==> src/design/cgra_pkg.sv <==
// Shared types, widths and constants of the cylinder grid radius/angle block.
`default_nettype none
package cgra_pkg;

    localparam int IDX_W   = 10;
    localparam int STEP_W  = 16;
    localparam int CNT_W   = 11;
    localparam int COORD_W = 26;
    localparam int OFS_W   = 27;
    localparam int SQ_W    = 54;
    localparam int RSQ_W   = 53;
    localparam int ANG_W   = 15;
    localparam int ACC_W   = 17;
    localparam int CW      = 30;
    localparam int ADDR_W  = 5;
    localparam int DATA_W  = 32;

    localparam int ATAN_ENTRIES = 24;
    localparam int HALF_PI_Q14  = 25736;

    localparam logic [13:0] ATAN_Q14 [ATAN_ENTRIES] = '{
        14'd12868, 14'd7596, 14'd4014, 14'd2037, 14'd1023, 14'd512, 14'd256, 14'd128,
        14'd64,    14'd32,   14'd16,   14'd8,    14'd4,    14'd2,   14'd1,   14'd0,
        14'd0,     14'd0,    14'd0,    14'd0,    14'd0,    14'd0,   14'd0,   14'd0
    };

    typedef enum logic [2:0] {
        REG_STEP_X  = 3'd0,
        REG_STEP_Y  = 3'd1,
        REG_STEP_Z  = 3'd2,
        REG_COUNT_Y = 3'd3,
        REG_COUNT_Z = 3'd4
    } t_reg_idx;

    typedef enum logic [1:0] {
        ANG_RUN,
        ANG_ZERO,
        ANG_HALF_PI
    } t_ang_sel;

    typedef struct packed {
        logic [COORD_W-1:0] x;
        logic [COORD_W-1:0] y;
        logic [COORD_W-1:0] z;
    } t_coords;

    typedef struct packed {
        logic               vld;
        t_coords            crd;
        logic [OFS_W-1:0]   dy;
        logic [OFS_W-1:0]   dz;
    } t_front;

endpackage
`default_nettype wire

==> src/design/cgra_front.sv <==
// Front stages: centre offsets from the indices, then coordinate and offset products.
`default_nettype none
module cgra_front #(
    parameter int MAX_POINTS = 1024
) (
    input  wire logic                       i_clk,
    input  wire logic                       i_rst_n,
    input  wire logic                       i_vld,
    input  wire logic [cgra_pkg::IDX_W-1:0]  i_index_x,
    input  wire logic [cgra_pkg::IDX_W-1:0]  i_index_y,
    input  wire logic [cgra_pkg::IDX_W-1:0]  i_index_z,
    input  wire logic [cgra_pkg::STEP_W-1:0] i_step_x,
    input  wire logic [cgra_pkg::STEP_W-1:0] i_step_y,
    input  wire logic [cgra_pkg::STEP_W-1:0] i_step_z,
    input  wire logic [cgra_pkg::CNT_W-1:0]  i_count_y,
    input  wire logic [cgra_pkg::CNT_W-1:0]  i_count_z,
    output cgra_pkg::t_front                o_front
);
    import cgra_pkg::*;

    localparam logic [12:0] MaxP = 13'(MAX_POINTS);

    // Effective count minus one: zero acts as one, large counts clamp.
    function automatic logic [CNT_W-1:0] span_of(input logic [CNT_W-1:0] cnt);
        logic [12:0] wide;
        wide = {2'b00, cnt};
        if (cnt == '0) begin
            return '0;
        end else if (wide > MaxP) begin
            return CNT_W'(MAX_POINTS - 1);
        end else begin
            return cnt - CNT_W'(1);
        end
    endfunction

    // Magnitude of 2*index - span, exact in half steps.
    function automatic logic [CNT_W-1:0] mag_of(input logic [IDX_W-1:0] idx,
                                                input logic [CNT_W-1:0] span);
        logic signed [12:0] d;
        d = $signed({2'b00, idx, 1'b0}) - $signed({2'b00, span});
        if (d < 0) begin
            return CNT_W'(-d);
        end else begin
            return CNT_W'(d);
        end
    endfunction

    logic                r_a_vld;
    logic [IDX_W-1:0]    r_ix, r_iy, r_iz;
    logic [CNT_W-1:0]    r_md_y, r_md_z;
    logic [CNT_W-1:0]    n_md_y, n_md_z;

    logic                r_b_vld;
    t_coords             r_crd;
    logic [OFS_W-1:0]    r_dy, r_dz;

    always_comb begin
        n_md_y = mag_of(i_index_y, span_of(i_count_y));
        n_md_z = mag_of(i_index_z, span_of(i_count_z));
    end

    always_ff @(posedge i_clk) begin
        if (!i_rst_n) begin
            r_a_vld <= 1'b0;
            r_b_vld <= 1'b0;
        end else begin
            r_a_vld <= i_vld;
            r_b_vld <= r_a_vld;
        end
    end

    always_ff @(posedge i_clk) begin
        r_ix   <= i_index_x;
        r_iy   <= i_index_y;
        r_iz   <= i_index_z;
        r_md_y <= n_md_y;
        r_md_z <= n_md_z;
        r_crd.x <= COORD_W'(r_ix) * COORD_W'(i_step_x);
        r_crd.y <= COORD_W'(r_iy) * COORD_W'(i_step_y);
        r_crd.z <= COORD_W'(r_iz) * COORD_W'(i_step_z);
        r_dy    <= OFS_W'(r_md_y) * OFS_W'(i_step_y);
        r_dz    <= OFS_W'(r_md_z) * OFS_W'(i_step_z);
    end

    assign o_front.vld = r_b_vld;
    assign o_front.crd = r_crd;
    assign o_front.dy  = r_dy;
    assign o_front.dz  = r_dz;

endmodule
`default_nettype wire

==> config.mk <==
export PLATFORM = sky130hd
export DESIGN_NAME = cgra_front
export DESIGN_NICKNAME = d
export VERILOG_FILES = /design/src/design/cgra_pkg.sv /design/src/design/cgra_front.sv
export SDC_FILE = /design/constraint.sdc
export NUM_CORES = 2
export LEC_CHECK = 0
export BUFFER_PORTS_ARGS = -buffer_cell sky130_fd_sc_hd__buf_4
export CORE_MARGIN = 8
export CORE_UTILIZATION = 35
export DETAILED_ROUTE_END_ITERATION = 16
export GPL_TIMING_DRIVEN = 0
export PLACE_DENSITY = 0.59
export SKIP_CTS_REPAIR_TIMING = 1
export SLEW_MARGIN = 25
export SYNTH_ARGS = -nofsm -noshare
export SYNTH_HDL_FRONTEND = slang
export SYNTH_SLANG_ARGS = --single-unit
==> constraint.sdc <==
create_clock -name i_clk -period 7.09 [get_ports i_clk]
set_input_delay 1.418 -clock i_clk [delete_from_list [all_inputs] [get_ports i_clk]]
set_output_delay 1.418 -clock i_clk [all_outputs]
set_load 0.02 [all_outputs]
==> results.py <==
metrics = {
    "timing": {
        "slew_headroom_pct": 36.4,
        "setup_viol": 0,
        "fmax_ghz": 0.145,
        "maxSlewViolCount": 0,
        "skew_ps": 17.5,
        "setup_tns_ps": 0,
        "finalHoldViolations": 0,
        "fin_crit_sh_pct": 97.1,
        "rsz0062_at_grt": "yes",
        "worst_slew_pin_slew_ps": 944,
        "min_period_ps": 6880,
    },
    "synth": {
        "seq_area_frac_synth_pct": 11.5,
        "syn_area_per_cell_um2": 8.98,
        "synth.distinct_cells": 95,
        "ys_ff_latch": 186,
        "ys.flop_type": "dfxtp_1",
        "synth_area_um2": 32400,
        "synthCells": 3611,
        "synth-warning-count": 0,
        "synth_edf_count": 0,
        "async_flop_share_pct": 0,
    },
    "worst_setup_path": {
        "crit_path_cell_trace": "buf_4 -> clkbuf_1 -> nand2_1 -> fa_1 -> fa_1 -> inv_1 -> fa_1 -> fa_1 -> fa_1 -> ha_1 -> a21o_1 -> or3_1 -> o21bai_1 -> o21ai_1 -> o31a_1 -> or4_1 -> a211o_1 -> o211ai_1",
        "end_kind": "flop",
        "slowest_stage": "clkbuf_1",
        "worstReg2RegEnd": "o_front[129]",
        "crit_required_ps": 7490,
        "worst-setup-path-type": "input pin to flop",
        "critPathArrivalTime_ps": 7280,
        "reg2reg_from": "r_ix[3]",
        "rr_worst_depth": 21,
        "slowest_delay_ps": 570,
        "worst_setup_path_start_kind": "input pin",
        "ff2ff_setup_slack_ps": 620,
        "crit_path_frequent_cell": "fa_1",
        "cp_max_fo": 10,
    },
    "clock_tree": {
        "clk_pin_slew_ps": 80,
        "cts_made_buffers": 17,
        "insertion_delay_ps": 490,
        "cts.sinks": 186,
        "cts_tree": "built",
        "clockRootBuffer": "clkbuf_16",
        "cts_max_level": 4,
        "clockBufferDepth": 2,
    },
    "final_layout": {
        "layout-drive-gt1-share_pct": 7.36,
        "area.growth.synth_to_final_pct": 11.7,
        "final_common_cell": "inv_1",
        "final_cell_mix": "671 x inv_1, 582 x fa_1, 456 x nand2_1",
        "seq_area_um2": 3720,
        "nFillCells": 9407,
        "multiInputGateArea_um2": 25600,
        "nets": 4869,
    },
    "route": {
        "met1_length_um": 40000,
        "routed_wirelength_um": 84900,
        "wl_per_cell_um": 16.6,
        "dr.first_iter.drc_count": 1338,
        "met2WireLength_um": 37200,
        "vias": 24400,
        "firstDrtPassIters": 6,
        "viasPerCell": 4.78,
        "routed-wl-met3_um": 6110,
        "ant_nets": 0,
        "route.detailed.drc": 0,
        "top_layer_used": "met5",
    },
    "min_path": {
        "worstHoldStart": "r_a_vld",
        "hold_end": "r_b_vld",
        "hold_path.class": "flop to flop",
        "hold_depth": 1,
    },
    "global_route": {
        "grt_usage_pct": 17.0,
        "antenna_found_initial": 17,
        "grt_max_degree": 17,
        "grt_pass1_vias": 25800,
        "grt_pass1_wl_um": 140000,
        "overflow": 0,
    },
    "floorplanning": {
        "fp.dieW_um": 320,
        "core_um2": 91800,
        "die_y_um": 320,
        "dieArea_um2": 103000,
        "initial_core_util_pct": 35.3,
        "rows": 111,
        "ios": 236,
    },
    "placement": {
        "io_buffers": 221,
        "gp_congestion": 0.886,
        "dp_hpwl_um": 71800,
    },
    "flow_run": {
        "cap_viol_max_count": 0,
    },
    "run_status": {
        "status": "finished, final reports clean",
    },
}
==> cell type report <==
cell class,count,area share [%]
Multi-Input combinational cell,2614,70.8
Tap cell,1243,4.29
Clock inverter,9,0.318
Inverter,672,6.96
Timing Repair Buffer,221,4.58
Buffer,135,1.49
Clock buffer,21,1.27
Sequential cell,186,10.3
Antenna cell,5,0.0345
==> stage by stage <==
stage	setup WS (ps)	instance area, µm²	hold slack (ps)	utilization [%]	instances
after floorplan	625	32400	412	-	3612
after global placement	-432	35700	419	38.8	5076
after detailed placement	-477	35700	421	38.8	5076
after CTS	55.5	36200	426	39.5	5106
after global routing	-25.7	36200	469	39.5	5102
final	209	36200	420	39.5	5106
==> cell usage after synthesis, types with 43 or more instances <==
library cell    n  share of area, %
nor2_1         91               1.1
o21ai_0        52              0.80
ha_1          337                13
and2_1        451               8.7
inv_1         671               7.8
dfxtp_1       186                11
nand2_1       456               5.3
fa_1          582                36
xnor2_1        98               2.6
clkbuf_1      134               1.6
a21oi_1        98               1.5
nor3_1         43              0.66
==> kinds of logic after synthesis <==
family | after synthesis | synth area share (%)
flops | 186 | 11.5
mux | 2 | 0.0617
other cells | 1 | 0.0116
buf+inv | 812 | 9.49
xor+xnor | 140 | 3.80
simple gates | 1178 | 18.5
compound gates | 372 | 7.75
fa+ha+maj | 920 | 49.0
==> sequential cells by signal, indices dropped and copies added (netlist names) <==
signal,flops
o_front,78
r_dy,27
r_dz,27
r_md_y,11
r_md_z,11
r_ix,10
r_iy,10
r_iz,10
r_a_vld,1
r_b_vld,1
==> metal layers <==
layer	track usage (%)	vias up
met5	0	-
met4	4.18	14
met2	26.6	588
met1	23.7	12100
li1	-	11600
met3	4.09	89
==> critical path: cells and delay by family <==
kind / cells / cell delay [ps]
simple gates: 3 / 1040
buf+inv: 3 / 750
compound gates: 6 / 1390
fa+ha+maj: 6 / 2690
==> worst max-delay path by stage <==
stage	from	endpoint	slack, ps	cells after the start
global placement	i_step_x[7]	o_front[129]	-430	21
CTS	i_step_z[6]	o_front[79]	60	20
detailed placement	i_step_z[6]	o_front[79]	-480	22
global route	i_step_x[7]	o_front[129]	-30	21
finish	i_step_y[5]	r_dy[25]	210	18
floorplan	i_step_x[7]	o_front[129]	630	21
Power is not shown: default switching activity piles up to over one toggle a cycle in this logic, so the estimate is an artifact.
