$ cat src/design/cgra_pkg.sv
// Shared types, widths and constants of the cylinder grid radius/angle block.
`default_nettype none
package cgra_pkg;

    localparam int IDX_W   = 10;
    localparam int STEP_W  = 16;
    localparam int CNT_W   = 11;
    localparam int COORD_W = 26;
    localparam int OFS_W   = 27;
    localparam int SQ_W    = 54;
    localparam int RSQ_W   = 53;
    localparam int ANG_W   = 15;
    localparam int ACC_W   = 17;
    localparam int CW      = 30;
    localparam int ADDR_W  = 5;
    localparam int DATA_W  = 32;

    localparam int ATAN_ENTRIES = 24;
    localparam int HALF_PI_Q14  = 25736;

    localparam logic [13:0] ATAN_Q14 [ATAN_ENTRIES] = '{
        14'd12868, 14'd7596, 14'd4014, 14'd2037, 14'd1023, 14'd512, 14'd256, 14'd128,
        14'd64,    14'd32,   14'd16,   14'd8,    14'd4,    14'd2,   14'd1,   14'd0,
        14'd0,     14'd0,    14'd0,    14'd0,    14'd0,    14'd0,   14'd0,   14'd0
    };

    typedef enum logic [2:0] {
        REG_STEP_X  = 3'd0,
        REG_STEP_Y  = 3'd1,
        REG_STEP_Z  = 3'd2,
        REG_COUNT_Y = 3'd3,
        REG_COUNT_Z = 3'd4
    } t_reg_idx;

    typedef enum logic [1:0] {
        ANG_RUN,
        ANG_ZERO,
        ANG_HALF_PI
    } t_ang_sel;

    typedef struct packed {
        logic [COORD_W-1:0] x;
        logic [COORD_W-1:0] y;
        logic [COORD_W-1:0] z;
    } t_coords;

    typedef struct packed {
        logic               vld;
        t_coords            crd;
        logic [OFS_W-1:0]   dy;
        logic [OFS_W-1:0]   dz;
    } t_front;

endpackage
`default_nettype wire

$ cat src/design/cgra_radius.sv
// Squared radius with saturation, and a delay line that aligns it with the angle.
`default_nettype none
module cgra_radius #(
    parameter int DEPTH = 16
) (
    input  wire logic                       i_clk,
    input  wire cgra_pkg::t_front           i_front,
    output logic [cgra_pkg::RSQ_W-1:0]      o_rsq,
    output cgra_pkg::t_coords               o_crd
);
    import cgra_pkg::*;

    typedef struct packed {
        logic [RSQ_W-1:0] rsq;
        t_coords          crd;
    } t_rad_item;

    logic [SQ_W-1:0]  r_sy, r_sz;
    t_coords          r_crd;
    logic [SQ_W:0]    n_sum;
    t_rad_item        n_item;
    t_rad_item        r_line [DEPTH];

    always_comb begin
        n_sum = (SQ_W+1)'(r_sy) + (SQ_W+1)'(r_sz);
        n_item.crd = r_crd;
        if (n_sum[SQ_W:RSQ_W] != '0) begin
            n_item.rsq = '1;
        end else begin
            n_item.rsq = n_sum[RSQ_W-1:0];
        end
    end

    always_ff @(posedge i_clk) begin
        r_sy  <= SQ_W'(i_front.dy) * SQ_W'(i_front.dy);
        r_sz  <= SQ_W'(i_front.dz) * SQ_W'(i_front.dz);
        r_crd <= i_front.crd;
        r_line[0] <= n_item;
        for (int k = 1; k < DEPTH; k++) begin
            r_line[k] <= r_line[k-1];
        end
    end

    assign o_rsq = r_line[DEPTH-1].rsq;
    assign o_crd = r_line[DEPTH-1].crd;

endmodule
`default_nettype wire

$ cat config.mk
export PLATFORM = sky130hd
export DESIGN_NAME = cgra_radius
export DESIGN_NICKNAME = d
export VERILOG_FILES = /design/src/design/cgra_pkg.sv /design/src/design/cgra_radius.sv
export SDC_FILE = /design/constraint.sdc
export NUM_CORES = 2
export LEC_CHECK = 0
export ABC_CLOCK_PERIOD_IN_PS = 23000
export BUFFER_PORTS_ARGS = -buffer_cell sky130_fd_sc_hd__buf_2
export CELL_PAD_IN_SITES_DETAIL_PLACEMENT = 2
export CELL_PAD_IN_SITES_GLOBAL_PLACEMENT = 2
export CORE_UTILIZATION = 43
export CTS_CLUSTER_DIAMETER = 50
export DETAILED_ROUTE_END_ITERATION = 10
export GPL_TIMING_DRIVEN = 0
export PLACE_DENSITY = 0.83
export SLEW_MARGIN = 20
export SYNTH_ARGS = -nofsm -noshare
export SYNTH_HDL_FRONTEND = slang
export SYNTH_SLANG_ARGS = --single-unit
export TNS_END_PERCENT = 100
$ cat constraint.sdc
create_clock -name i_clk -period 23 [get_ports i_clk]
set_clock_uncertainty 0.1 [all_clocks]
set_input_delay 3.45 -clock i_clk [delete_from_list [all_inputs] [get_ports i_clk]]
set_output_delay 3.45 -clock i_clk [all_outputs]
set_load 0.02 [all_outputs]
==> results.md <==
STA:
- The slew at the pin closest to its max-slew limit is 1.27 ns.
- In this run the tightest slew margin relative to its limit is 15.6%.
- The count of endpoints failing setup in the final report is 0.
- The final max-slew violation count was 0.
- The period utilization is a little under three fifths.
- The final hold violation count is 0.
- Adding up every negative setup slack in the final design gives 0 ns.
- For this run, the top clock speed supported by timing is slightly below 80 MHz.
- Subtracting the final worst setup slack from the clock period gives around 13 ns.
- Setup repair after global routing left no endpoint under its margin.

Detailed routing:
- The residual antenna-violating net count after detailed routing is 0.
- The overall routed net length is 314 mm.
- The detailed router placed 54000 vias in this run.
- The iteration-0 DRC count of the detailed router is 3151.
- In the final routed layout, each cell accounts on average for 28.9 um.
- The first-pass detailed-route iteration total is 5.
- The vias per cell is 4.97.
- The detailed-route DRC error count is 0.

Floorplanning:
- Pin placement for this block handled 265 I/O pins.
- The effective utilization at floorplan is a little over two fifths.
- The die boundary height is 461 um.
- The width of the die is roughly 460 um.
- The area of the core is 0.209 mm2.
- The number of placement rows is between 150 and 200.
- The die covers 0.212 mm2.

Clocking:
- The TritonCTS clock tree is built.
- The later pin in the worst-skew pair is clocked with a latency of just under 0.9 ns.
- The clock tree buffer depth is 3.
- After clock tree synthesis, the setup repair step added 0 buffers.
- After clock tree synthesis, the clock-pin slew on the worst setup and hold paths is 0.06 ns.
- The clock buffer count from CTS is 217.
- The maximum level of the CTS H-tree is 4.
- After clock tree synthesis, the flow added hold-fix buffers numbering 0.
- The post-cts repair resize count is 0.
- The clock net sink count is 2280.
- The root buffer cell is sky130_fd_sc_hd__clkbuf_16.

GRT:
- The global-route usage over all layers is 30.0%.
- The via count of the first global-routing pass is between 60000 and 70000.
- The first-pass GRT wire length is 457 mm.
- The leftover overflow at the end of global routing is 0.
- The initial antenna violation count was between 40 and 50.
- The largest net degree at the start of global routing is 20.

Logic synthesis:
- The sequential element share of the synthesized area is 50.4%.
- For this run, the number of Yosys warnings is 0.
- In this run the cell area of the synthesized design comes to 0.0906 mm2.
- In this run, distinct cell masters in the synthesized netlist total 67.
- The number of synthesized flops with an enable pin is 0.
- The count of mapped cells out of synthesis is around 7400.
- The synthesized area per cell is about 12 um2.
- The leading register cell type out of synthesis is sky130_fd_sc_hd__dfxtp_1.
- Synthesis inferred 2280 register bits.
- The net count of the mapped netlist is 9083.
- The share of flip-flops with an asynchronous set or reset is 0%.

Worst setup path:
- The cell with the biggest individual delay on the critical path is sky130_fd_sc_hd__clkbuf_1.
- The capturing point of the worst reg2reg path is r_line[0][98].
- The cell family contributing the most delay on the critical path is adder cells.
- The number of buffers and inverters on the critical path is 9.
- Along the worst path, the maximum fanout reaches 10.
- The data required time of the critical path is about 24 ns.
- The critical path start-end classification is input port to flop.
- Data arrives at the worst endpoint at 13.49 ns.
- In this run the critical register-to-register path is launched from r_sz[6].
- The delay of the slowest critical-path stage is 0.94 ns.
- The cell that appears most often on the critical path is sky130_fd_sc_hd__fa_1.
- Measured in cells, the most critical reg-to-reg path has a length of 12.
- The worst setup path startpoint is i_front[5].
- STA classifies the critical path endpoint as a flop.
- The worst-case register-to-register setup slack is 18.28 ns.
- The category of the worst setup path launch point is an input port.

Worst hold path:
- The worst-case hold path end point is r_line[1][761].
- Counting instances, the worst hold path has a depth of 0.
- The source of the worst hold timing path is r_line[1][630].
- The path class of the tightest hold or removal check is flop to flop.

Job:
- The tool flagged a number of max-cap violations equal to 0.

Cells and area:
- The fraction of layout instances using a drive strength above 1 is about 10%.
- The area growth from synthesis to layout is 14.0%.
- For this run, the post-layout net count is 9563.

Placement:
- In this run the tool buffered the top-level ports with 261 buffer cells.
- The HPWL after detailed placement is 205 mm.
- Routability-driven placement finished with a final weighted congestion of 0.913.

Status:
- The run finished with clean final reports.
cell usage in the layout (no fill, tap or decap), types with 34 or more instances in the layout:
cell type,n
sky130_fd_sc_hd__dfxtp_1,2280
sky130_fd_sc_hd__inv_1,1512
sky130_fd_sc_hd__fa_1,1106
sky130_fd_sc_hd__nand2_1,494
sky130_fd_sc_hd__ha_1,459
sky130_fd_sc_hd__and2_1,287
sky130_fd_sc_hd__buf_2,263
sky130_fd_sc_hd__clkbuf_16,218
sky130_fd_sc_hd__clkbuf_1,200
sky130_fd_sc_hd__nor2_1,143
sky130_fd_sc_hd__a21oi_1,142
sky130_fd_sc_hd__buf_4,131
sky130_fd_sc_hd__a21o_1,107
sky130_fd_sc_hd__xnor2_1,92
sky130_fd_sc_hd__o21ai_0,85
sky130_fd_sc_hd__xor2_1,72
sky130_fd_sc_hd__clkbuf_8,46
sky130_fd_sc_hd__nand4_1,36
sky130_fd_sc_hd__clkinv_2,34
registers in the layout, summed over array words and instances (netlist names):
signal	count
r_sz	53
n_item	78
r_sy	53
r_line	2096
Yosys cell counts (9+ instances only):
cell                       number  area, um2
sky130_fd_sc_hd__o211ai_1       9       67.6
sky130_fd_sc_hd__and3_1         9       56.3
sky130_fd_sc_hd__o31ai_1       10       75.1
sky130_fd_sc_hd__nor2b_1       23        144
sky130_fd_sc_hd__nor2_1       143        537
sky130_fd_sc_hd__dfxtp_1     2280      45600
sky130_fd_sc_hd__a211oi_1      22        165
sky130_fd_sc_hd__nand2b_1      15       93.8
sky130_fd_sc_hd__fa_1        1106      22100
sky130_fd_sc_hd__ha_1         459       5740
sky130_fd_sc_hd__a31oi_1       18        113
sky130_fd_sc_hd__nand3_1       23        115
sky130_fd_sc_hd__or2_2          9       56.3
sky130_fd_sc_hd__inv_1       1512       5680
sky130_fd_sc_hd__o21ai_0       85        425
sky130_fd_sc_hd__a21o_1       107        803
sky130_fd_sc_hd__clkbuf_1     168        631
sky130_fd_sc_hd__xnor2_1       92        806
sky130_fd_sc_hd__buf_4        131        983
sky130_fd_sc_hd__nand2_1      494       1850
sky130_fd_sc_hd__o21a_1        12       90.1
sky130_fd_sc_hd__o21bai_1      14        105
sky130_fd_sc_hd__a21oi_1      142        711
sky130_fd_sc_hd__nand4_1       36        225
sky130_fd_sc_hd__xor2_1        72        631
sky130_fd_sc_hd__nor3_1        20        100
sky130_fd_sc_hd__and2_1       287       1800
how the worst max path moves through the flow:
stage,endpoint,slack (ns),depth (start not counted)
after CTS,r_sz[47],10.44,27
after global placement,r_sz[47],10.18,27
after floorplan,r_sz[47],12.60,26
after detailed placement,r_sz[47],9.96,27
after global routing,r_sz[47],9.99,27
final,r_sz[47],10.12,27
final cells by class:
class / instances / area, um2
Fill cell: 20800 / 106000
Sequential cell: 2280 / 45600
Multi-Input combinational cell: 3285 / 37600
Clock buffer: 298 / 6220
Inverter: 1515 / 5690
Tap cell: 2805 / 3510
Buffer: 304 / 1660
Clock inverter: 106 / 1570
Timing Repair Buffer: 261 / 1310
Antenna cell: 12 / 30.0
metrics by stage:
stage / setup WS [ns] / instances / hold WS, ns / utilization, % / area (um2)
floorplan: 12.60 / 7384 / 0.210 / - / 90600
global placement: 10.18 / 10500 / 0.209 / 45.6 / 95400
detailed placement: 9.96 / 10500 / 0.213 / 45.6 / 95400
CTS: 10.44 / 10900 / 0.177 / 49.3 / 103000
global route: 9.99 / 10900 / 0.194 / 49.3 / 103000
finish: 10.12 / 10900 / 0.182 / 49.3 / 103000
cells by family (layout without fill, tap and decap cells):
group / after synthesis / after routing / share of synthesized area (%)
AO/OA/AOI/OAI: 471 / 471 / 3.38
XOR/XNOR: 164 / 164 / 1.59
adder cells (fa/ha/maj): 1565 / 1565 / 30.8
buffers and inverters: 1819 / 2484 / 8.11
flip-flops: 2280 / 2280 / 50.4
multiplexers: 5 / 5 / 0.0580
other: 0 / 12 / 0
AND/OR/NAND/NOR: 1080 / 1080 / 5.66
routing by layer:
metal  track usage (%)  vias up  routed length [um]
met2              52.6     1861              158000
met3              5.04      939               15300
met1              34.1    28300              119000
met5                 0        -                 146
li1                  -    22800                   -
met4              17.8       26               21100
Power is not shown: default switching activity piles up to over one toggle a cycle in this logic, so the estimate is an artifact.
